[src/hdl/tnhr_pkg.sv]
// ----------------------------------------------------------------------------
// tnhr_pkg
// Shared types, constants and helpers for the TCP NAT header rewrite block.
// ----------------------------------------------------------------------------
package tnhr_pkg;

  localparam int SERVER_ENTRIES_DEF   = 8;
  localparam int CLIENT_ENTRIES_DEF   = 1024;
  localparam int MAX_PACKET_BYTES_DEF = 65535;

  localparam int BYTE_W   = 8;
  localparam int IDX_W    = 10;
  localparam int IP_W     = 32;
  localparam int PORT_W   = 16;
  localparam int ENTRY_W  = IP_W + PORT_W;
  localparam int LEN_W    = 16;
  localparam int HW_W     = 4;
  localparam int IPS_W    = 20;
  localparam int TCS_W    = 32;
  localparam int LIM_W    = LEN_W + 1;

  // input kinds
  localparam logic [1:0] MODE_PKT = 2'd0;
  localparam logic [1:0] MODE_SRV = 2'd1;
  localparam logic [1:0] MODE_CLI = 2'd2;

  // configuration register indexes
  localparam logic CFG_BAL_IP   = 1'b0;
  localparam logic CFG_BAL_PORT = 1'b1;

  // byte positions within the packet
  localparam int POS_VER_IHL   = 0;
  localparam int POS_LEN_HI    = 2;
  localparam int POS_LEN_LO    = 3;
  localparam int IP_SUM_END    = 10;
  localparam int IP_HDR_BYTES  = 20;
  localparam int TCP_SUM_START = 24;
  localparam int TCP_CSUM_HI   = 36;
  localparam int TCP_CSUM_LO   = 37;

  localparam logic [15:0] TCP_PROTO = 16'd6;
  localparam logic [15:0] ONES16    = 16'hffff;

  typedef struct packed {
    logic [IPS_W-1:0] ip_sum;
    logic [TCS_W-1:0] tcp_sum;
    logic [LEN_W-1:0] tot_len;
    logic [HW_W-1:0]  hdr_words;
    logic [LEN_W-1:0] count;
  } pkt_sum_t;

  typedef struct packed {
    logic [IP_W-1:0]   src_ip;
    logic [IP_W-1:0]   dst_ip;
    logic [PORT_W-1:0] src_port;
    logic [PORT_W-1:0] dst_port;
    logic [15:0]       ip_csum;
    logic [15:0]       tcp_csum;
    logic              short_pkt;
  } result_t;

  function automatic logic [LEN_W-1:0] tcp_len(input logic [LEN_W-1:0] tot,
                                               input logic [HW_W-1:0] hw);
    logic [LEN_W-1:0] hl;
    hl = LEN_W'({hw, 2'b00});
    return (tot >= hl) ? (tot - hl) : '0;
  endfunction

endpackage

[src/hdl/tnhr_fin.sv]
// ----------------------------------------------------------------------------
// tnhr_fin
// Result pipeline: fold, add rewritten fields and pseudo header, complement.
// ----------------------------------------------------------------------------
module tnhr_fin import tnhr_pkg::*; (
  input  logic               clk,
  input  logic               rst,
  input  logic               in_valid,
  output logic               in_ready,
  input  pkt_sum_t           summary,
  input  logic [ENTRY_W-1:0] entry,
  input  logic [IP_W-1:0]    bal_ip,
  input  logic [PORT_W-1:0]  bal_port,
  output logic               out_valid,
  input  logic               out_ready,
  output result_t            result
);

  logic v1, v2, v3, vo;
  logic r1, r2, r3, ro;

  pkt_sum_t          s1;

  logic [16:0]       ip2;
  logic [16:0]       tcp2;
  logic [LEN_W-1:0]  tl2;
  logic              short2;
  logic [IP_W-1:0]   sip2, dip2;
  logic [PORT_W-1:0] sport2, dport2;

  logic [20:0]       ip3;
  logic [20:0]       tcp3;
  logic              short3;
  logic [IP_W-1:0]   sip3, dip3;
  logic [PORT_W-1:0] sport3, dport3;

  logic [LEN_W-1:0]  tl1;
  logic [20:0]       ip_tot;
  logic [20:0]       tcp_tot;
  logic [16:0]       ip_fa, tcp_fa;
  logic [15:0]       ip_fb, tcp_fb;

  assign ro       = !vo || out_ready;
  assign r3       = !v3 || ro;
  assign r2       = !v2 || r3;
  assign r1       = !v1 || r2;
  assign in_ready = r1;
  assign out_valid = vo;

  assign tl1 = tcp_len(s1.tot_len, s1.hdr_words);

  always_comb begin
    ip_tot = 21'(ip2) + 21'(sip2[31:16]) + 21'(sip2[15:0])
             + 21'(dip2[31:16]) + 21'(dip2[15:0]);
    tcp_tot = 21'(tcp2) + 21'(sip2[31:16]) + 21'(sip2[15:0])
              + 21'(dip2[31:16]) + 21'(dip2[15:0]) + 21'(TCP_PROTO) + 21'(tl2);
    if (tl2 > 16'd0) tcp_tot = tcp_tot + 21'({sport2[15:8], 8'h00});
    if (tl2 > 16'd1) tcp_tot = tcp_tot + 21'(sport2[7:0]);
    if (tl2 > 16'd2) tcp_tot = tcp_tot + 21'({dport2[15:8], 8'h00});
    if (tl2 > 16'd3) tcp_tot = tcp_tot + 21'(dport2[7:0]);
  end

  assign ip_fa  = 17'(ip3[15:0]) + 17'(ip3[20:16]);
  assign ip_fb  = ip_fa[15:0] + 16'(ip_fa[16]);
  assign tcp_fa = 17'(tcp3[15:0]) + 17'(tcp3[20:16]);
  assign tcp_fb = tcp_fa[15:0] + 16'(tcp_fa[16]);

  always_ff @(posedge clk) begin
    if (rst) begin
      v1 <= 1'b0;
      v2 <= 1'b0;
      v3 <= 1'b0;
      vo <= 1'b0;
    end else begin
      if (r1) v1 <= in_valid;
      if (r2) v2 <= v1;
      if (r3) v3 <= v2;
      if (ro) vo <= v3;
    end
  end

  always_ff @(posedge clk) begin
    if (r1 && in_valid) begin
      s1 <= summary;
    end
    if (r2 && v1) begin
      ip2    <= 17'(s1.ip_sum[15:0]) + 17'(s1.ip_sum[IPS_W-1:16]);
      tcp2   <= 17'(s1.tcp_sum[15:0]) + 17'(s1.tcp_sum[TCS_W-1:16]);
      tl2    <= tl1;
      short2 <= LIM_W'(s1.count) < (LIM_W'(IP_HDR_BYTES) + LIM_W'(tl1));
      sip2   <= bal_ip;
      dip2   <= entry[ENTRY_W-1:PORT_W];
      sport2 <= bal_port;
      dport2 <= entry[PORT_W-1:0];
    end
    if (r3 && v2) begin
      ip3    <= ip_tot;
      tcp3   <= tcp_tot;
      short3 <= short2;
      sip3   <= sip2;
      dip3   <= dip2;
      sport3 <= sport2;
      dport3 <= dport2;
    end
    if (ro && v3) begin
      result.src_ip    <= sip3;
      result.dst_ip    <= dip3;
      result.src_port  <= sport3;
      result.dst_port  <= dport3;
      result.ip_csum   <= ONES16 & ~ip_fb;
      result.tcp_csum  <= ONES16 & ~tcp_fb;
      result.short_pkt <= short3;
    end
  end

  a_hold_stage3: assert property (@(posedge clk) disable iff (rst)
    v3 && vo && !out_ready |=> v3 && vo)
    else $error("result lost while output stalled");

  a_no_accept_full: assert property (@(posedge clk) disable iff (rst)
    !in_ready |-> v1 && v2 && v3 && vo)
    else $error("input stalled with a free stage");

endmodule
[config.mk]
export PLATFORM = sky130hd
export DESIGN_NAME = tnhr_fin
export DESIGN_NICKNAME = d
export VERILOG_FILES = /design/src/hdl/tnhr_pkg.sv /design/src/hdl/tnhr_fin.sv
export SDC_FILE = /design/constraint.sdc
export NUM_CORES = 1
export LEC_CHECK = 0
export ABC_AREA = 1
export BUFFER_PORTS_ARGS = -buffer_cell sky130_fd_sc_hd__buf_2
export CORE_MARGIN = 4
export CORE_UTILIZATION = 30
export DETAILED_ROUTE_END_ITERATION = 10
export PLACE_DENSITY = 0.55
export REMOVE_ABC_BUFFERS = 1
export SLEW_MARGIN = 20
export SYNTH_ARGS = -nofsm -noshare
export SYNTH_HDL_FRONTEND = slang
export SYNTH_SLANG_ARGS = --single-unit
[constraint.sdc]
create_clock -name clk -period 12 [get_ports clk]
set_input_delay 2.4 -clock clk [delete_from_list [all_inputs] [get_ports clk]]
set_output_delay 2.4 -clock clk [all_outputs]
set_load 0.01 [all_outputs]
==> summary.txt <==
Clock tree
  • Num CTS Buffers: 57
  • Clock sink total: 505
  • CTS tree: done
  • Post-CTS setup buffer count: 0
  • Root buf cell: clkbuf_16
  • H-tree levels: 2
  • Longest Clk Path Bufs: 3
  • Post-cts sizing count: 0
  • Hold_buf cts: 0
  • Reg clk slew, reported paths: 0.06 ns
  • Worst skew pair latency: 0.62 ns

Power
  • VDD IR max: 0.266 mV
  • PnR Total Power: 9.86 mW
  • Int Pwr: 5.46 mW
  • Clk pwr share: 18.0%
  • Gate power share: 58.4%
  • Sequential share of power: 23.5%
  • Net switching share of the total power: 44.6%
  • Pwr dens: 317 mW/mm^2
  • Total net switching power: 4.40 mW
  • P_leak: 13.1 nW

Final layout
  • Footprint of the multi-input gates: 0.00959 mm^2
  • Nets: 2,973
  • Storage element area: 0.0151 mm^2
  • Share of cells above drive strength 1: 20.7%
  • Fill count: 8,442
  • Area Growth Syn to Fin: 19.1%

STA
  • Setup TNS: 0 ns
  • RSZ-0062 raised after global routing: no
  • Rel. slew slack: 39.0%
  • Final clock skew: 0.0234 ns
  • Final Max Slew Viols: 0
  • Final setup viols: 0
  • Final Cycle Share: 62.5%
  • Final hold violation count: 0
  • Worst slew pin tran: 0.915 ns
  • Period minus WS final: 7.50 ns
  • Crit path setup slack, layout: 4.50 ns
  • Fmax achieved: 133 MHz

Place
  • Port bufs: 318
  • HPWL after DPL: 49.6 mm
  • Dpl ws: 4.48 ns
  • Final RePlAce weighted congestion: 0.818

Yosys
  • EDFF count, synth: 501
  • Area contributors post-synth: edfxtp_1 (58%), fa_1 (9.2%), ha_1 (6.8%)
  • Post-synth top area cell: edfxtp_1
  • FF+latch count, synth: 505
  • Synth cell types: 55
  • Sequential share of the synthesized area: 57.9%
  • Cells after Synth: 2,147
  • Cell Area, Synth: 0.0261 mm^2
  • Synth warnings: 0
  • Mapped Avg Cell Area: 12.2 um^2
  • Post-synth top area share: 57.6%
  • Async S/R FF share, synth: 0%
  • Synth Flop Type: edfxtp_1

Critical path
  • Critical path endpoint category: register
  • Crit path DAT: 7.86 ns
  • Crit path kind: reg2reg
  • R2r setup slk: 4.50 ns
  • Critical path required time: 12.36 ns
  • CP max FO: 4
  • CP Launch Type: register
  • R2R cell count: 44
  • Crit Reg-Reg Endpoint: tcp3[19]
  • Reg-to-reg startpoint: sip2[2]
  • Slowest cell on the critical path: fa_1
  • CP max stage delay: 0.53 ns
  • Most Frequent Cell on Critical Path: nand2_1
  • Crit path capture: tcp3[19]
  • Worst setup startpoint: sip2[2]

Route
  • Vias per cell: 4.26
  • Drt initial violations: 766
  • Pre-antenna DRT Iters: 5
  • Remaining DRCs: 0
  • Vias post-DR: 15,800
  • Post-Route WL: 62.7 mm
  • Wire per inst: 16.9 um
  • Antenna-violating nets left: 0

Floorplanning
  • Die H: 303 um
  • Die W: 303 um
  • Starting Density: 30.4%
  • Die Area: 0.0919 mm^2
  • Ports: 319
  • Core area: 0.0858 mm^2
  • Rows: 107

GRT
  • Congestion Overflow GR: 0
  • First-pass GRT wire length: 94.6 mm
  • Vias in the first global route: 16,300
  • Total GRT Usage: 13.6%
  • Initial antenna violation count: 6
  • Pin count of the biggest net entering global routing: 85

Min path
  • Hold Path Class: reg2reg
  • Hold depth: 0

Run
  • Total of max-cap violations: 0

Status
  • Status: complete, no violations
[power groups by stage]
stage	registers, mW	logic [mW]	clock network [mW]
floorplan	2.34	4.69	0
global placement	2.36	5.74	0
detailed placement	2.36	5.80	0
CTS	2.33	5.81	1.84
global route	2.33	6.65	1.91
finish	2.32	5.76	1.78
[state kept, by name, indices dropped and copies added (netlist names), 19 cells and up]
signal	flops
result	129
s1	88
dip2	32
dip3	32
sip2	32
sip3	32
tcp3	21
ip3	19
[metrics by stage]
stage               instances  area [um^2]  util [%]  hold WS [ns]
global placement         3609        29200      34.0         0.400
detailed placement       3609        29200      34.0         0.405
CTS                      3714        31100      36.2         0.415
floorplan                2140        26100         -         0.400
finish                   3716        31100      36.3         0.414
global route             3714        31100      36.2         0.422
[cell families (layout without fill, tap and decap cells)]
logic type	count (synthesis)	count (layout)	share of synthesized area (%)
adders and majority gates	261	261	15.9
xor gates and xnor gates	126	126	4.25
AOI/OAI and AO/OA	175	175	3.85
buffers and inverters	375	798	5.49
other	0	2	0
and+or+nand+nor	705	705	12.6
DFF	505	505	57.9
[worst min-delay path by stage]
stage	endpoint	startpoint	slack (ns)
floorplan	result[0]	short3	0.40
global placement	result[107]	sip3[10]	0.40
detailed placement	result[117]	sip3[20]	0.40
CTS	result[43]	dport3[10]	0.41
global route	result[78]	dip3[13]	0.42
finish	result[78]	dip3[13]	0.41
[cell usage in the layout (no fill, tap or decap), types with 8 or more instances in the layout]
master,Yosys,final
a21o_1,9,9
a21oi_1,82,82
buf_2,2,318
clkbuf_16,0,57
clkinv_2,1,12
clkinvlp_4,0,8
edfxtp_1,501,501
fa_1,120,120
ha_1,141,141
inv_1,358,356
inv_2,8,8
nand2_1,360,360
nand2_2,30,30
nand3_1,94,94
nand3_2,16,16
nand4_1,20,20
nor2_1,113,111
nor2_2,18,18
nor2_4,9,11
nor3_1,16,15
o21ai_0,43,43
xnor2_1,38,38
xor2_1,87,87
[worst max-delay path: cells and delay by family (launching register included)]
kind            cells  cell delay (ns)
flops               1             0.39
compound gates      4             0.59
buf+inv             8             0.47
simple gates       22             1.94
xor+xnor            1             0.17
fa+ha+maj           9             3.72
[synth_stat cells (4+ instances only)]
library cell and number:
nor3_1 16, nand2_2 30, a21boi_0 4, nor2_1 113, nand3_1 94, a21o_1 9
ha_1 141, a21oi_1 82, and2_1 7, nor2_4 9, inv_2 8, a21oi_2 4
xor2_1 87, nand4_1 20, nand3_2 16, edfxtp_1 501, o21ai_1 7, inv_1 358
nand2_1 360, nor2_2 18, fa_1 120, xnor2_1 38, o21bai_1 5, dfxtp_1 4
o21ai_0 43, a31oi_1 5
[layout make-up]
cell class                 count  area share (%)
multi-input combinational   1267            30.8
tap                         1144            4.60
sequential                   505            48.6
antenna                        2          0.0161
clock inverter                42            1.52
timing repair buffer         325            5.28
clock buffer                  63            4.66
inverter                     368            4.49
[per-layer routing]
layer	up-vias	track usage (%)	wire, um
li1	7933	-	-
met1	7465	18.2	28000
met2	357	23.3	30100
met3	73	2.53	3410
met4	6	2.97	1150
met5	-	0	45
(Power assumes the default switching activity.)
