## config.mk

```make
export PLATFORM = sky130hd
export DESIGN_NAME = tnhr_acc
export DESIGN_NICKNAME = d
export VERILOG_FILES = /design/src/hdl/tnhr_pkg.sv /design/src/hdl/tnhr_acc.sv
export SDC_FILE = /design/constraint.sdc
export NUM_CORES = 1
export LEC_CHECK = 0
export BUFFER_PORTS_ARGS = -buffer_cell sky130_fd_sc_hd__buf_2
export CORE_MARGIN = 2
export CORE_UTILIZATION = 40
export DETAILED_ROUTE_END_ITERATION = 12
export PLACE_DENSITY = 0.65
export SYNTH_ARGS = -nofsm -noshare
export SYNTH_HDL_FRONTEND = slang
export SYNTH_SLANG_ARGS = --single-unit
```

## constraint.sdc

```tcl
create_clock -name clk -period 6.65 [get_ports clk]
set_input_delay 0 -clock clk [delete_from_list [all_inputs] [get_ports clk]]
set_output_delay 0 -clock clk [all_outputs]
set_load 0.01 [all_outputs]
```

## src/hdl/tnhr_pkg.sv

```systemverilog
// ----------------------------------------------------------------------------
// tnhr_pkg
// Shared types, constants and helpers for the TCP NAT header rewrite block.
// ----------------------------------------------------------------------------
package tnhr_pkg;

  localparam int SERVER_ENTRIES_DEF   = 8;
  localparam int CLIENT_ENTRIES_DEF   = 1024;
  localparam int MAX_PACKET_BYTES_DEF = 65535;

  localparam int BYTE_W   = 8;
  localparam int IDX_W    = 10;
  localparam int IP_W     = 32;
  localparam int PORT_W   = 16;
  localparam int ENTRY_W  = IP_W + PORT_W;
  localparam int LEN_W    = 16;
  localparam int HW_W     = 4;
  localparam int IPS_W    = 20;
  localparam int TCS_W    = 32;
  localparam int LIM_W    = LEN_W + 1;

  // input kinds
  localparam logic [1:0] MODE_PKT = 2'd0;
  localparam logic [1:0] MODE_SRV = 2'd1;
  localparam logic [1:0] MODE_CLI = 2'd2;

  // configuration register indexes
  localparam logic CFG_BAL_IP   = 1'b0;
  localparam logic CFG_BAL_PORT = 1'b1;

  // byte positions within the packet
  localparam int POS_VER_IHL   = 0;
  localparam int POS_LEN_HI    = 2;
  localparam int POS_LEN_LO    = 3;
  localparam int IP_SUM_END    = 10;
  localparam int IP_HDR_BYTES  = 20;
  localparam int TCP_SUM_START = 24;
  localparam int TCP_CSUM_HI   = 36;
  localparam int TCP_CSUM_LO   = 37;

  localparam logic [15:0] TCP_PROTO = 16'd6;
  localparam logic [15:0] ONES16    = 16'hffff;

  typedef struct packed {
    logic [IPS_W-1:0] ip_sum;
    logic [TCS_W-1:0] tcp_sum;
    logic [LEN_W-1:0] tot_len;
    logic [HW_W-1:0]  hdr_words;
    logic [LEN_W-1:0] count;
  } pkt_sum_t;

  typedef struct packed {
    logic [IP_W-1:0]   src_ip;
    logic [IP_W-1:0]   dst_ip;
    logic [PORT_W-1:0] src_port;
    logic [PORT_W-1:0] dst_port;
    logic [15:0]       ip_csum;
    logic [15:0]       tcp_csum;
    logic              short_pkt;
  } result_t;

  function automatic logic [LEN_W-1:0] tcp_len(input logic [LEN_W-1:0] tot,
                                               input logic [HW_W-1:0] hw);
    logic [LEN_W-1:0] hl;
    hl = LEN_W'({hw, 2'b00});
    return (tot >= hl) ? (tot - hl) : '0;
  endfunction

endpackage

```

## src/hdl/tnhr_acc.sv

```systemverilog
// ----------------------------------------------------------------------------
// tnhr_acc
// Per-beat header capture and running ones-complement sums.
// ----------------------------------------------------------------------------
module tnhr_acc import tnhr_pkg::*; #(
  parameter int MAX_PACKET_BYTES = MAX_PACKET_BYTES_DEF,
  localparam int POS_W = $clog2(MAX_PACKET_BYTES + 1)
) (
  input  logic              clk,
  input  logic              rst,
  input  logic              beat,
  input  logic              last,
  input  logic [BYTE_W-1:0] data_byte,
  output logic              first,
  output pkt_sum_t          summary
);

  logic [POS_W-1:0] pos;
  logic [POS_W-1:0] pos_next;
  logic [LEN_W-1:0] tot_len;
  logic [LEN_W-1:0] tot_len_next;
  logic [HW_W-1:0]  hdr_words;
  logic [HW_W-1:0]  hdr_words_next;
  logic [7:0]       hold;
  logic [7:0]       hold_next;
  logic [IPS_W-1:0] ip_sum;
  logic [IPS_W-1:0] ip_sum_next;
  logic [TCS_W-1:0] tcp_sum;
  logic [TCS_W-1:0] tcp_sum_next;
  logic [LIM_W-1:0] tcp_limit;
  logic             counting;
  logic             at_start;
  logic             in_tcp;
  logic [15:0]      placed;
  logic [IPS_W-1:0] ip_base;
  logic [TCS_W-1:0] tcp_base;
  logic [POS_W-1:0] pos_inc;

  assign counting = (32'(pos) < MAX_PACKET_BYTES);
  assign at_start = (32'(pos) == POS_VER_IHL);
  assign first    = beat && at_start;
  assign placed   = pos[0] ? {8'h00, data_byte} : {data_byte, 8'h00};
  assign ip_base  = at_start ? '0 : ip_sum;
  assign tcp_base = at_start ? '0 : tcp_sum;
  assign in_tcp   = (32'(pos) >= TCP_SUM_START) && (LIM_W'(pos) < tcp_limit)
                    && (32'(pos) != TCP_CSUM_HI) && (32'(pos) != TCP_CSUM_LO);
  assign pos_inc  = counting ? pos + POS_W'(1) : pos;

  always_comb begin
    pos_next       = pos;
    tot_len_next   = tot_len;
    hdr_words_next = hdr_words;
    hold_next      = hold;
    ip_sum_next    = ip_sum;
    tcp_sum_next   = tcp_sum;
    if (beat && counting) begin
      pos_next       = pos_inc;
      tot_len_next   = at_start ? '0 : tot_len;
      hdr_words_next = at_start ? data_byte[HW_W-1:0] : hdr_words;
      hold_next      = at_start ? '0 : hold;
      if (32'(pos) == POS_LEN_HI) begin
        hold_next = data_byte;
      end
      if (32'(pos) == POS_LEN_LO) begin
        tot_len_next = {hold, data_byte};
      end
      ip_sum_next  = (32'(pos) < IP_SUM_END) ? ip_base + IPS_W'(placed) : ip_base;
      tcp_sum_next = in_tcp ? tcp_base + TCS_W'(placed) : tcp_base;
    end
    if (beat && last) begin
      pos_next = '0;
    end
  end

  assign summary.ip_sum    = ip_sum_next;
  assign summary.tcp_sum   = tcp_sum_next;
  assign summary.tot_len   = tot_len_next;
  assign summary.hdr_words = hdr_words_next;
  assign summary.count     = LEN_W'(pos_inc);

  always_ff @(posedge clk) begin
    if (rst) begin
      pos       <= '0;
      tot_len   <= '0;
      hdr_words <= '0;
      hold      <= '0;
      ip_sum    <= '0;
      tcp_sum   <= '0;
      tcp_limit <= '0;
    end else begin
      pos       <= pos_next;
      tot_len   <= tot_len_next;
      hdr_words <= hdr_words_next;
      hold      <= hold_next;
      ip_sum    <= ip_sum_next;
      tcp_sum   <= tcp_sum_next;
      tcp_limit <= LIM_W'(IP_HDR_BYTES) + LIM_W'(tcp_len(tot_len, hdr_words));
    end
  end

  a_pos_cleared: assert property (@(posedge clk) disable iff (rst)
    beat && last |=> pos == '0)
    else $error("position not cleared after last beat");

  a_pos_advance: assert property (@(posedge clk) disable iff (rst)
    beat && !last && counting |=> pos == $past(pos) + POS_W'(1))
    else $error("position did not advance");

endmodule

```

==> results of run 1 <==
## worst min-delay path, stage by stage
cell                     delay, ps
sky130_fd_sc_hd__buf_2         100
sky130_fd_sc_hd__buf_4         300
sky130_fd_sc_hd__nor2_1        160
## cell families after synthesis
logic type | synth area share (%)
adders and majority gates | 9.57
muxes | 1.98
buffers and inverters | 4.17
xor gates and xnor gates | 7.72
DFF | 28.5
and+or+nand+nor | 31.9
AOI/OAI and AO/OA | 16.2
## sequential cells by signal (all words and copies together), names as in the netlist
name / flops
tcp_sum: 32
ip_sum: 20
tcp_limit: 17
pos: 16
tot_len: 16
hold: 8
hdr_words: 4
## cells in the mapped netlist, drive strengths merged (4+ instances only)
master,instances,share of area [%]
o21a,5,0.47
buf,14,0.85
ha,56,8.8
a31oi,5,0.39
nor2,80,3.8
o211ai,9,0.85
xor2,23,2.5
a21oi,83,5.3
mux2,6,0.85
clkbuf,31,1.5
nand2,158,7.5
nor4,5,0.47
xnor2,47,5.2
mux2i,9,1.1
and3,13,1.0
nor2b,46,3.6
nor3b,5,0.61
and4,4,0.47
nor3,15,1.2
o21ai,52,3.3
nand2b,12,0.94
nand4,12,1.1
and2,52,4.1
dfxtp,113,28
nand3,62,3.9
o31ai,6,0.69
nand3b,9,0.85
a21o,15,1.4
inv,38,1.8
or2,4,0.32
o21bai,5,0.47
or3,12,0.94
a211oi,14,1.5
## worst min path at each step
stage,depth (start not counted),endpoint,slack [ps],from
final,3,tcp_limit[4],190,rst
after detailed placement,3,hold[7],300,data_byte[7]
after global placement,3,hold[5],300,data_byte[5]
after floorplan,2,summary[20],130,data_byte[0]
after global routing,3,tcp_limit[4],230,rst
after CTS,3,tcp_limit[4],190,rst
## power breakdown
group	total (mW)	switching [mW]	internal, mW
Clock	1.01	0.317	0.690
Combinational	0.296	0.190	0.106
Sequential	0.709	0.0103	0.698
## area by class of cell
class / count / share of cell area (%)
Sequential cell: 113 / 24.1
Clock buffer: 21 / 5.02
Timing Repair Buffer: 114 / 6.70
Multi-Input combinational cell: 851 / 57.1
Clock inverter: 11 / 1.95
Tap cell: 265 / 3.54
Inverter: 39 / 1.56
## stage by stage
step | cells | worst slack [ps] | hold WS, ps | total power [mW] | utilization [%]
2_1_floorplan | 1048 | 2560 | 134 | 0.932 | -
3_3_place_gp | 1373 | 2010 | 297 | 1.01 | 44.4
3_5_place_dp | 1373 | 1940 | 304 | 1.01 | 44.4
4_1_cts | 1414 | 1510 | 189 | 2.03 | 48.2
5_1_grt | 1414 | 1210 | 228 | 2.10 | 48.2
6_report | 1414 | 1460 | 192 | 2.01 | 48.2
## layer usage
layer / vias to the layer above / part of all wire, % / global-route usage [%] / routed length [µm]
met5: - / 0 / 0 / 0
met4: 0 / 1.3 / 5.05 / 281
met3: 22 / 5.5 / 3.74 / 1220
met2: 208 / 45 / 33.0 / 10000
met1: 3513 / 48 / 28.8 / 10500
li1: 3803 / - / - / -
==> results by stage, run 1 <==
STA:
- The ratio of final minimum period to clock period is about four fifths.
- Setup repair after global routing left no endpoint under its margin.
- The number of setup violations in the final report is 0.
- The final-report max-slew violation count is 0.
- On the final layout, the worst clock skew is around 7.8 ps.
- For the pin with the worst max-slew slack, the measured transition is slightly above 900 ps.
- The final period demand of the worst path is roughly 5200 ps.
- Static timing analysis puts the maximum clock frequency at around 190 MHz.
- The final total negative setup slack is 0 ps.
- Measured against its own limit, the worst slew margin works out to 38.9%.
- The total count of hold-check failures in the final report came to 0.

Clock tree:
- After clock tree synthesis, the clock-pin slew on the worst setup and hold paths is 50 ps.
- The CTS tree is yes.
- For this design, the CTS-stage hold fixing added 9 buffers.
- The clock insertion delay at the later pin of the skew report is between 400 and 500 ps.
- The number of clock sinks seen by CTS is between 100 and 150.
- After clock tree synthesis, the repair step resized 0 gates.
- The number of clock buffers added by TritonCTS is 17.
- The clock passes through at most 2 buffers.
- The number of setup buffers added after CTS is 0.
- The number of levels the H-tree was split into is 4.
- The root buffer cell chosen for the clock tree is sky130_fd_sc_hd__clkbuf_16.

Setup path:
- The destination of the critical timing path is summary[84].
- The data arrival time of the worst path is between 5000 and 6000 ps.
- The largest fanout on the critical path is 26.
- The worst register-to-register path begins at pos[15].
- The critical path is of the reg2out type.
- On the critical path, the stage with the largest delay is an instance of sky130_fd_sc_hd__and3_1.
- The register-to-register setup slack is around 1900 ps.
- The critical path startpoint category is a register.
- The count of buffer and inverter cells on the critical path is 2.
- The number of cells on the worst reg-to-reg path is 15.
- The endpoint identified for the worst register-to-register timing path is ip_sum[16].
- Traced cell by cell, the critical path runs through nor4_1 -> and4_4 -> and3_1 -> buf_4 -> nor2b_1 -> ha_1 -> fa_1 -> a211oi_1 -> nor2_1 -> o31ai_1 -> o211ai_1 -> a31oi_1 -> nor2_1 -> xnor2_1 -> buf_2.
- Data on the critical path is required at its endpoint by about 6700 ps.
- The endpoint kind of the worst setup timing path is an output port.
- The biggest cell delay along the critical path is 500 ps.
- The beginning of the critical path is pos[15].
- The cell repeated most along the worst path is sky130_fd_sc_hd__nor2_1.
- On the critical path the largest part of the delay comes from simple AND/OR/NAND/NOR gates.
- The number of cells on the critical path is 15.

Finish:
- The area added between synthesis and finish is 18.0%.
- In the final layout, flip-flops and latches occupy 2260 µm².
- The final design area excluding fillers is between 9000 and 10000 µm².
- The area of combinational cells with multiple inputs is ~5400 µm².
- Cells with a size suffix above 1 make up 14.2% of the layout.
- After filler insertion, the fill cell instance count of the layout stands at slightly below 2000.
- The top cell types in the final layout, fill and taps aside, are sky130_fd_sc_hd__nand2_1 (157), sky130_fd_sc_hd__dfxtp_1 (113), sky130_fd_sc_hd__buf_2 (100), sky130_fd_sc_hd__a21oi_1 (82), sky130_fd_sc_hd__nor2_1 (80).
- The final layout contains 1207 nets.
- The antenna diode count is 0.
- The most common cell after layout, fill and taps aside is sky130_fd_sc_hd__nand2_1.

Die:
- The initial utilization of the core area, before any placement, comes to between 40% and 50%.
- The floorplan step defined a die boundary enclosing around 21000 µm².
- After floorplanning, the core was divided into 51 placement rows.
- From bottom edge to top edge, the die measures between 100 and 150 µm.
- Pin placement for this block handled 101 I/O pins.
- The die is about 140 µm wide.
- The core region is about 19000 µm².

Min path:
- The classification of the worst-slack hold path is in2reg.

Route:
- Summed over all layers, the routed wires come to roughly 22000 µm.
- The post-detailed-route wirelength per cell is around 16 µm.
- The total via count after detailed routing is approximately 7500.
- For this block, the initial DRC count from the detailed router was about 570.
- The average via count per standard cell is roughly 5.3.
- The number of remaining DRC errors is 0.
- The detail route stage leaves a number of antenna-violating nets equal to 0.
- The first detailed-routing pass took 5 iterations.

Global route:
- The total track usage is 20.6%.
- The number of global-route vias before repair was between 6000 and 7000.
- The initial antenna violation count is 0.
- The total overflow left after global routing is 0.
- The maximum number of pins on one net before global-route repair is 56.
- The wire length of the first global-routing pass is ~35000 µm.

Power and ir drop:
- Power spread over the standard cell area amounts to 215 nW/µm².
- The leakage dissipation is ~4.1 nW.
- The worst IR drop on VDD is 0.177 mV.

Yosys:
- The post-synth design cell area is between 7000 and 8000 µm².
- The sequential-to-total area share from yosys stat is about 28%.
- The number of warnings issued by yosys is 0.
- Synthesis produced a netlist whose cell count is about 1000.
- Counting distinct cell types in the post-synthesis netlist gives between 60 and 70.
- Of all flip-flops after synthesis, the portion carrying an async set or reset was 0%.
- The net count of the mapped netlist is about 1100.
- The count of state elements after synthesis is between 100 and 150.
- Yosys mapped a number of flops with a built-in enable equal to 0.
- The post-synthesis average cell area is about 7.6 µm².
- For this run, the leading register cell type out of synthesis is sky130_fd_sc_hd__dfxtp_1.

Placement:
- The routability congestion estimate is 0.910.
- Summing all placed instances gives a cell area of between 8000 and 9000 µm².
- The post-DP HPWL is about 16000 µm.
- The count of buffers added on input and output ports is 100.

Run:
- The number of maximum-capacitance constraint violations is 0.

Outcome:
- The run finished with clean final reports.
Note: power is estimated with default switching activity, not from simulation.
==> inputs of run 2 (changes only) <==
==> constraint.sdc (replaced) <==
create_clock -name clk -period 5.1 [get_ports clk]
set_input_delay 0 -clock clk [delete_from_list [all_inputs] [get_ports clk]]
set_output_delay 0 -clock clk [all_outputs]
set_load 0.01 [all_outputs]
==> results by stage, run 2 (synthesis gave the netlist of run 1 again) <==
Finish:
- The flip-flop count of the largest register, all copies and words added is 32 (unchanged).
- In the layout the commonest cells are sky130_fd_sc_hd__nand2_1 (157), sky130_fd_sc_hd__dfxtp_1 (113), sky130_fd_sc_hd__buf_2 (100), sky130_fd_sc_hd__a21oi_1 (82), sky130_fd_sc_hd__nor2_1 (80).
- The fraction of layout cells with a size suffix above 1 is 14.5% (+0.30 points).
- The sequential cell area is 2260 µm² (unchanged).
- The antenna diode count is 0 (unchanged).
- The area added between synthesis and finish is 17.8%.
- The most common cell after layout, fill and taps aside is sky130_fd_sc_hd__nand2_1.
- The layout filler cell count is 1951 (-0.26%).
- The register with the highest flop count is tcp_sum.
- The final design area excluding fillers is 9360 µm² (-0.20%).
- The count of nets after finishing came to 1212 (+0.41%).
- The largest registers in the layout are tcp_sum: 32 flops, ip_sum: 20 flops, tcp_limit: 17 flops.
- The area of combinational cells with multiple inputs was 5360 µm² (about the same).

Power and ir drop:
- The clock network fraction of total power was 47.9% (-2.2 points).
- The leakage dissipation is 4.12 nW (-0.11%).
- The share of power burned in combinational logic was 15.7% (+1.0 points).
- The sequential fraction of design power is 36.5% (+1.3 points).
- The net switching power came to 0.684 mW (+32%).
- The internal power consumption is 1.84 mW (+23%).
- The worst IR drop on VDD is 0.234 mV (+32%).
- The switching part of the total power is 27.1% (+1.4 points).
- The power per cell area was 270 nW/µm² (+26%).
- The overall power after layout is 2.52 mW (+25%).

Placement:
- The routability congestion estimate was 0.903 (-0.78%).
- The post-DP HPWL came to 16600 µm (+1.3%).
- The post-place setup slack is 694 ps (-1250 ps).
- The number of port buffers is 100 (unchanged).
- The placement-stage cell area is 8670 µm² (+0.43%).

Min path:
- The worst min-delay path startpoint is rst.
- The cell count of the worst hold path was 3 (unchanged).
- The classification of the worst-slack hold path is in2reg.
- The path with the worst hold slack has its endpoint at tcp_limit[13].

Route:
- The starting DRC count in detailed routing is 500 (-12%).
- The antenna violation net count after detailed routing is 0 (unchanged).
- The number of search-and-repair iterations in the first detailed-routing pass is 5 (unchanged).
- The average via count per standard cell was 5.39 (+0.99%).
- The number of remaining DRC errors is 0 (unchanged).
- The routed wire length came to 22300 µm (+1.0%).
- The post-detailed-route wirelength per cell is 15.7 µm (+0.75%).
- The total via count after detailed routing is 7642 (+1.3%).

Setup path:
- The biggest cell delay along the critical path is 470 ps (-30 ps).
- The number of cells on the critical path came to 14 (-1).
- The cell with the largest stage delay on the worst path is sky130_fd_sc_hd__o31ai_1.
- The data arrival time of the worst path was 4610 ps (-580 ps).
- The signal on the critical path passes through nor4_1 -> and4_4 -> and3_2 -> nor2b_1 -> ha_1 -> fa_1 -> a211oi_1 -> nor2_1 -> o31ai_1 -> o211ai_1 -> a31oi_1 -> nor2_1 -> xnor2_1 -> buf_2.
- The largest fanout on the critical path is 17 (-35%).
- By instance count, the cell type seen most on the critical path is sky130_fd_sc_hd__nor2_1.
- The count of buffer and inverter cells on the critical path came to 1 (-1).
- Broken down by cell family, the worst path's largest delay share belongs to simple AND/OR/NAND/NOR gates.
- The cell count of the worst reg-to-reg path came to 15 (unchanged).
- The worst setup path is launched from a register.
- The required time of the worst setup path was 5100 ps (-1550 ps).
- The worst reg2reg path startpoint is pos[15].
- The reg-to-reg endpoint is tcp_sum[26].
- The register-to-register setup slack is 830 ps (-1020 ps).
- The worst setup path is of the reg2out kind.
- The endpoint kind of the worst setup timing path is an output port.

STA:
- The final critical-path setup slack is 494 ps (-962 ps).
- The maximum clock rate is 217 MHz.
- The final period demand of the worst path is roughly 4600 ps.
- The number of setup violations in the final report is 0 (unchanged).
- The headroom to the max-slew limit was 28.7% (-10 points).
- After layout, the worst path uses around nine tenths of the clock period.
- Setup repair after global routing left no endpoint under its margin.
- The total count of hold-check failures in the final report is 0 (unchanged).
- The final-report max-slew violation count is 0 (unchanged).
- The final total negative setup slack was 0 ps (unchanged).
- The clock skew is 10.4 ps (+2.69 ps).
- The slew of the pin with the lowest slew margin is 1070 ps (+152 ps).

Die:
- The initial core utilization is 40.8% (unchanged).
- The vertical extent of the die is 145 µm (unchanged).
- The placeable core region is 19500 µm² (unchanged).
- The number of rows in the core area is 51 (unchanged).
- The horizontal extent of the die came to 145 µm (unchanged).
- The area enclosed by the die boundary was 21000 µm² (unchanged).
- The I/O pin count was 101 (unchanged).

Clock tree:
- The number of levels the H-tree was split into is 4 (unchanged).
- The number of clock sinks seen by CTS is 113 (unchanged).
- The buffer cell driving the clock tree root is sky130_fd_sc_hd__clkbuf_16.
- TritonCTS built the clock tree.
- The clock insertion delay at the later pin of the skew report is 420 ps (about the same).
- The clock tree buffer depth is 2 (unchanged).
- The clock input transition at the sequential cells of the worst setup and hold paths is 60 ps (about the same).
- The number of CTS-inserted buffers was 17 (unchanged).

Global route:
- The total track usage was 21.3% (+0.64 points).
- The wire length of the first global-routing pass is 36400 µm (+2.9%).
- The maximum number of pins on one net before global-route repair is 56 (unchanged).
- The initial antenna violation count is 0 (unchanged).
- The number of global-route vias before repair is 7072 (+1.3%).
- The met1 layer usage reported by global route is 29.3% (+0.48 points).
- The met2 usage is 32.8% (-0.24 points).
- The met3 track utilization from global routing is 4.06% (+0.31 points).
- After global routing, the most crowded layer is met2.
- The overall overflow remaining after global route is 0 (unchanged).

Outcome:
- The run finished with clean final reports.

Run:
- The number of maximum-capacitance constraint violations is 0 (unchanged).
run 2: metal layers:
layer | share of wire, % | vias up
met4 | 2.7 | 0
met1 | 47 | 3585
li1 | - | 3816
met2 | 45 | 203
met5 | 0 | -
met3 | 5.4 | 38
run 2: cell type report:
type	instances	area share, %
Clock buffer	21	4.92
Clock inverter	10	1.44
Inverter	39	1.56
Multi-Input combinational cell	851	57.2
Sequential cell	113	24.2
Tap cell	265	3.54
Timing Repair Buffer	119	7.11
run 2: how the worst max path moves through the flow:
stage | startpoint | slack, ps | endpoint
detailed placement | pos[15] | 690 | ip_sum[16]
finish | pos[15] | 490 | summary[84]
global placement | pos[15] | 730 | ip_sum[16]
CTS | pos[15] | 260 | summary[84]
global route | pos[15] | 70 | summary[64]
floorplan | pos[0] | 1010 | tcp_sum[26]
run 2: power by group through the flow:
stage	Combinational (mW)	Sequential [mW]	Clock [mW]
floorplan	0.279	0.936	0
global placement	0.385	0.939	0
detailed placement	0.387	0.939	0
CTS	0.396	0.920	1.23
global route	0.442	0.923	1.27
finish	0.396	0.920	1.21
run 2: repair_timing:
action | CTS | global route
hold endpoints to repair | 17 | 0
resized for setup | 0 | 1
hold buffers | 9 | 0
buffers inserted | 0 | 0
endpoints found under the setup margin | 0 | 13
run 2: metrics by stage:
stage	hold WS [ps]	instances	utilization (%)
after floorplan	134	1048	-
after global placement	297	1378	44.5
after detailed placement	305	1378	44.5
after CTS	192	1418	48.1
after global routing	216	1418	48.1
final	190	1418	48.1
run 2: worst reg2reg max path: stages (launching register included):
cell and delay (ps):
sky130_fd_sc_hd__dfxtp_1 550, sky130_fd_sc_hd__nor4_1 150, sky130_fd_sc_hd__and4_4 240, sky130_fd_sc_hd__and3_2 350, sky130_fd_sc_hd__nor2b_1 170, sky130_fd_sc_hd__ha_1 210
sky130_fd_sc_hd__inv_1 70, sky130_fd_sc_hd__fa_1 370, sky130_fd_sc_hd__nand2b_1 190, sky130_fd_sc_hd__a21o_1 200, sky130_fd_sc_hd__a211oi_1 290, sky130_fd_sc_hd__o211ai_1 170
sky130_fd_sc_hd__a21oi_1 270, sky130_fd_sc_hd__o2111ai_2 270, sky130_fd_sc_hd__nor3_2 320, sky130_fd_sc_hd__mux2_1 350
==> inputs of run 3 (changes only) <==
==> constraint.sdc (replaced) <==
create_clock -name clk -period 5.5 [get_ports clk]
set_input_delay 0 -clock clk [delete_from_list [all_inputs] [get_ports clk]]
set_output_delay 0 -clock clk [all_outputs]
set_load 0.01 [all_outputs]
==> results by stage, run 3 (synthesis gave the netlist of run 1 again) <==
Global route:
- The total track usage is 21.0% (-0.31 points).
- The met2 usage is 32.9% (+0.14 points).
- The initial antenna violation count came to 0 (unchanged).
- The maximum number of pins on one net before global-route repair is 56 (unchanged).
- The overall overflow remaining after global route is 0 (unchanged).
- The wire length of the first global-routing pass is 35700 µm (-1.9%).
- The number of global-route vias before repair is 6967 (-1.5%).
- The most used routing layer in global routing is met2.
- The met1 layer usage reported by global route is 28.4% (-0.87 points).
- The met3 track utilization from global routing is 3.58% (-0.47 points).

Finish:
- The layout filler cell count is 1930 (-1.1%).
- The most common cell after layout, fill and taps aside is sky130_fd_sc_hd__nand2_1.
- The area added between synthesis and finish is 17.8% (unchanged).
- The flip-flop count of the largest register, all copies and words added is 32 (unchanged).
- The antenna diode count is 0 (unchanged).
- The largest registers in the layout are tcp_sum: 32 flops, ip_sum: 20 flops, tcp_limit: 17 flops.
- In the layout the commonest cells are sky130_fd_sc_hd__nand2_1 (157), sky130_fd_sc_hd__dfxtp_1 (113), sky130_fd_sc_hd__buf_2 (100), sky130_fd_sc_hd__a21oi_1 (82), sky130_fd_sc_hd__nor2_1 (80).
- The count of nets after finishing is 1210 (-0.17%).
- tcp_sum holds more flip-flops than any other register.
- The fraction of layout cells with a size suffix above 1 is 14.4% (-0.074 points).

STA:
- The final critical-path setup slack was 443 ps (-50.3 ps).
- Subtracting the final worst setup slack from the clock period gives 5060 ps.
- The slew of the pin with the lowest slew margin is 1070 ps (+8.83 ps).
- Setup repair after global routing left no endpoint under its margin.
- The number of setup violations in the final report was 0 (unchanged).
- The worst path uses between 90% and 100% of the clock period.
- The final-report max-slew violation count came to 0 (unchanged).
- The clock skew was 9.96 ps (-0.494 ps).
- The total count of hold-check failures in the final report is 0 (unchanged).
- The final total negative setup slack is 0 ps (unchanged).
- The headroom to the max-slew limit was 28.1% (-0.59 points).
- The maximum clock rate is 198 MHz.

Placement:
- The number of port buffers is 100 (unchanged).
- The routability congestion estimate is 0.953 (+5.5%).
- The post-place setup slack is 883 ps (+189 ps).
- The post-DP HPWL was 16600 µm (+0.29%).

Min path:
- The tightest min-delay check is of the in2reg type.

Route:
- The post-detailed-route wirelength per cell is 15.7 µm (-0.23%).
- The number of remaining DRC errors is 0 (unchanged).
- The antenna violation net count after detailed routing was 0 (unchanged).
- The routed wire length was 22200 µm (-0.30%).
- The number of search-and-repair iterations in the first detailed-routing pass is 5 (unchanged).
- The total via count after detailed routing is 7542 (-1.3%).
- The average via count per standard cell is 5.32 (-1.2%).
- The starting DRC count in detailed routing is 428 (-14%).

Clock tree:
- The clock tree buffer depth is 2 (unchanged).
- The number of buffers added to fix hold violations after cts was 9 (unchanged).
- The post-CTS setup repair buffer count is 0 (unchanged).
- The clock insertion delay at the later pin of the skew report came to 420 ps (about the same).
- The number of CTS-inserted buffers is 17 (unchanged).
- The post-cts repair resize count is 0 (unchanged).
- TritonCTS built the clock tree.
- The buffer cell driving the clock tree root is sky130_fd_sc_hd__clkbuf_16.
- The number of clock sinks seen by CTS is 113 (unchanged).
- The clock input transition at the sequential cells of the worst setup and hold paths is 60 ps (about the same).
- The number of levels the H-tree was split into is 4 (unchanged).

Setup path:
- The data arrival time of the worst path was 5060 ps (+450 ps).
- The worst setup path is launched from a register.
- The register-to-register setup slack was 850 ps (+20 ps).
- The largest fanout on the critical path is 19 (+2).
- The biggest cell delay along the critical path came to 750 ps (+280 ps).
- The count of buffer and inverter cells on the critical path is 1 (unchanged).
- The beginning of the critical path is pos[15].
- The number of cells on the critical path came to 14 (unchanged).
- The cell with the largest stage delay on the worst path is sky130_fd_sc_hd__and3_1.
- The top cell family by delay on the critical path is simple AND/OR/NAND/NOR gates.
- In this run the critical register-to-register path is captured at ip_sum[16].
- The critical path in this run is classified as reg2out.
- The critical path goes through nor4_1 -> and4_4 -> and3_1 -> nor2b_1 -> ha_1 -> fa_1 -> a211oi_1 -> nor2_1 -> o31ai_1 -> o211ai_1 -> a31oi_1 -> nor2_1 -> xnor2_1 -> buf_2.
- By instance count, the cell type seen most on the critical path is sky130_fd_sc_hd__nor2_1.
- STA classifies the critical path endpoint as an output port.
- The worst reg2reg path startpoint is pos[15].
- The required time of the worst setup path is 5500 ps (+400 ps).
- The cell count of the worst reg-to-reg path is 14 (-1).
- In this run the worst setup path terminates at summary[84].

Die:
- The I/O pin count is 101 (unchanged).
- The area enclosed by the die boundary is 21000 µm² (unchanged).
- The horizontal extent of the die is 145 µm (unchanged).
- The initial core utilization is 40.8% (unchanged).
- The placeable core region came to 19500 µm² (unchanged).
- The number of rows in the core area was 51 (unchanged).
- The vertical extent of the die was 145 µm (unchanged).

Power and ir drop:
- The worst IR drop on VDD is 0.214 mV (-8.7%).
- The power per cell area is 251 nW/µm² (-7.1%).
- The leakage dissipation is 4.11 nW (-0.30%).

Run:
- The number of maximum-capacitance constraint violations is 0 (unchanged).

Outcome:
- The run finished with clean final reports.
==> run 3: worst min-delay path by stage <==
stage,endpoint,from,depth (start not counted),slack [ps]
2_1_floorplan,summary[20],data_byte[0],2,130
3_3_place_gp,hold[4],data_byte[4],3,300
3_5_place_dp,hold[7],data_byte[7],3,300
4_1_cts,tcp_limit[4],rst,3,180
5_1_grt,tcp_limit[4],rst,3,210
6_report,tcp_limit[4],rst,3,190
==> run 3: final cells by class <==
| type | instances | area (µm²) | area share (%) |
|---|---|---|---|
| inverters | 39 | 146 | 1.56 |
| repair buffers | 117 | 651 | 6.95 |
| clock inverters | 8 | 100 | 1.07 |
| multi-input cells | 851 | 5350 | 57.2 |
| well taps | 265 | 332 | 3.54 |
| clock buffers | 24 | 512 | 5.47 |
| flip-flops and latches | 113 | 2260 | 24.2 |
==> run 3: power breakdown <==
| group | switching [mW] | internal (mW) |
|---|---|---|
| Combinational | 0.236 | 0.130 |
| Sequential | 0.00902 | 0.844 |
| Clock | 0.390 | 0.736 |
| Total | 0.635 | 1.71 |
==> run 3: through the flow <==
stage	area (µm²)	total power [mW]	utilization [%]	instances	hold slack, ps
2_1_floorplan	7950	1.13	-	1048	134
3_3_place_gp	8650	1.23	44.5	1376	299
3_5_place_dp	8650	1.23	44.5	1376	300
4_1_cts	9360	2.36	48.1	1417	183
5_1_grt	9360	2.45	48.1	1417	211
6_report	9360	2.35	48.1	1417	188
==> run 3: per-layer routing <==
metal / up-vias / wire length [µm]
li1: 3822 / -
met1: 3475 / 10700
met2: 199 / 9920
met3: 46 / 1020
met4: 0 / 631
met5: - / 0
==> run 3: worst register-to-register path: cells and delay by family, from the launching register on <==
kind	cells	cell delay, ps
AND/OR/NAND/NOR	7	2020
flip-flops	1	410
XOR/XNOR	1	190
AO/OA/AOI/OAI	4	1230
adder cells (fa/ha/maj)	2	680
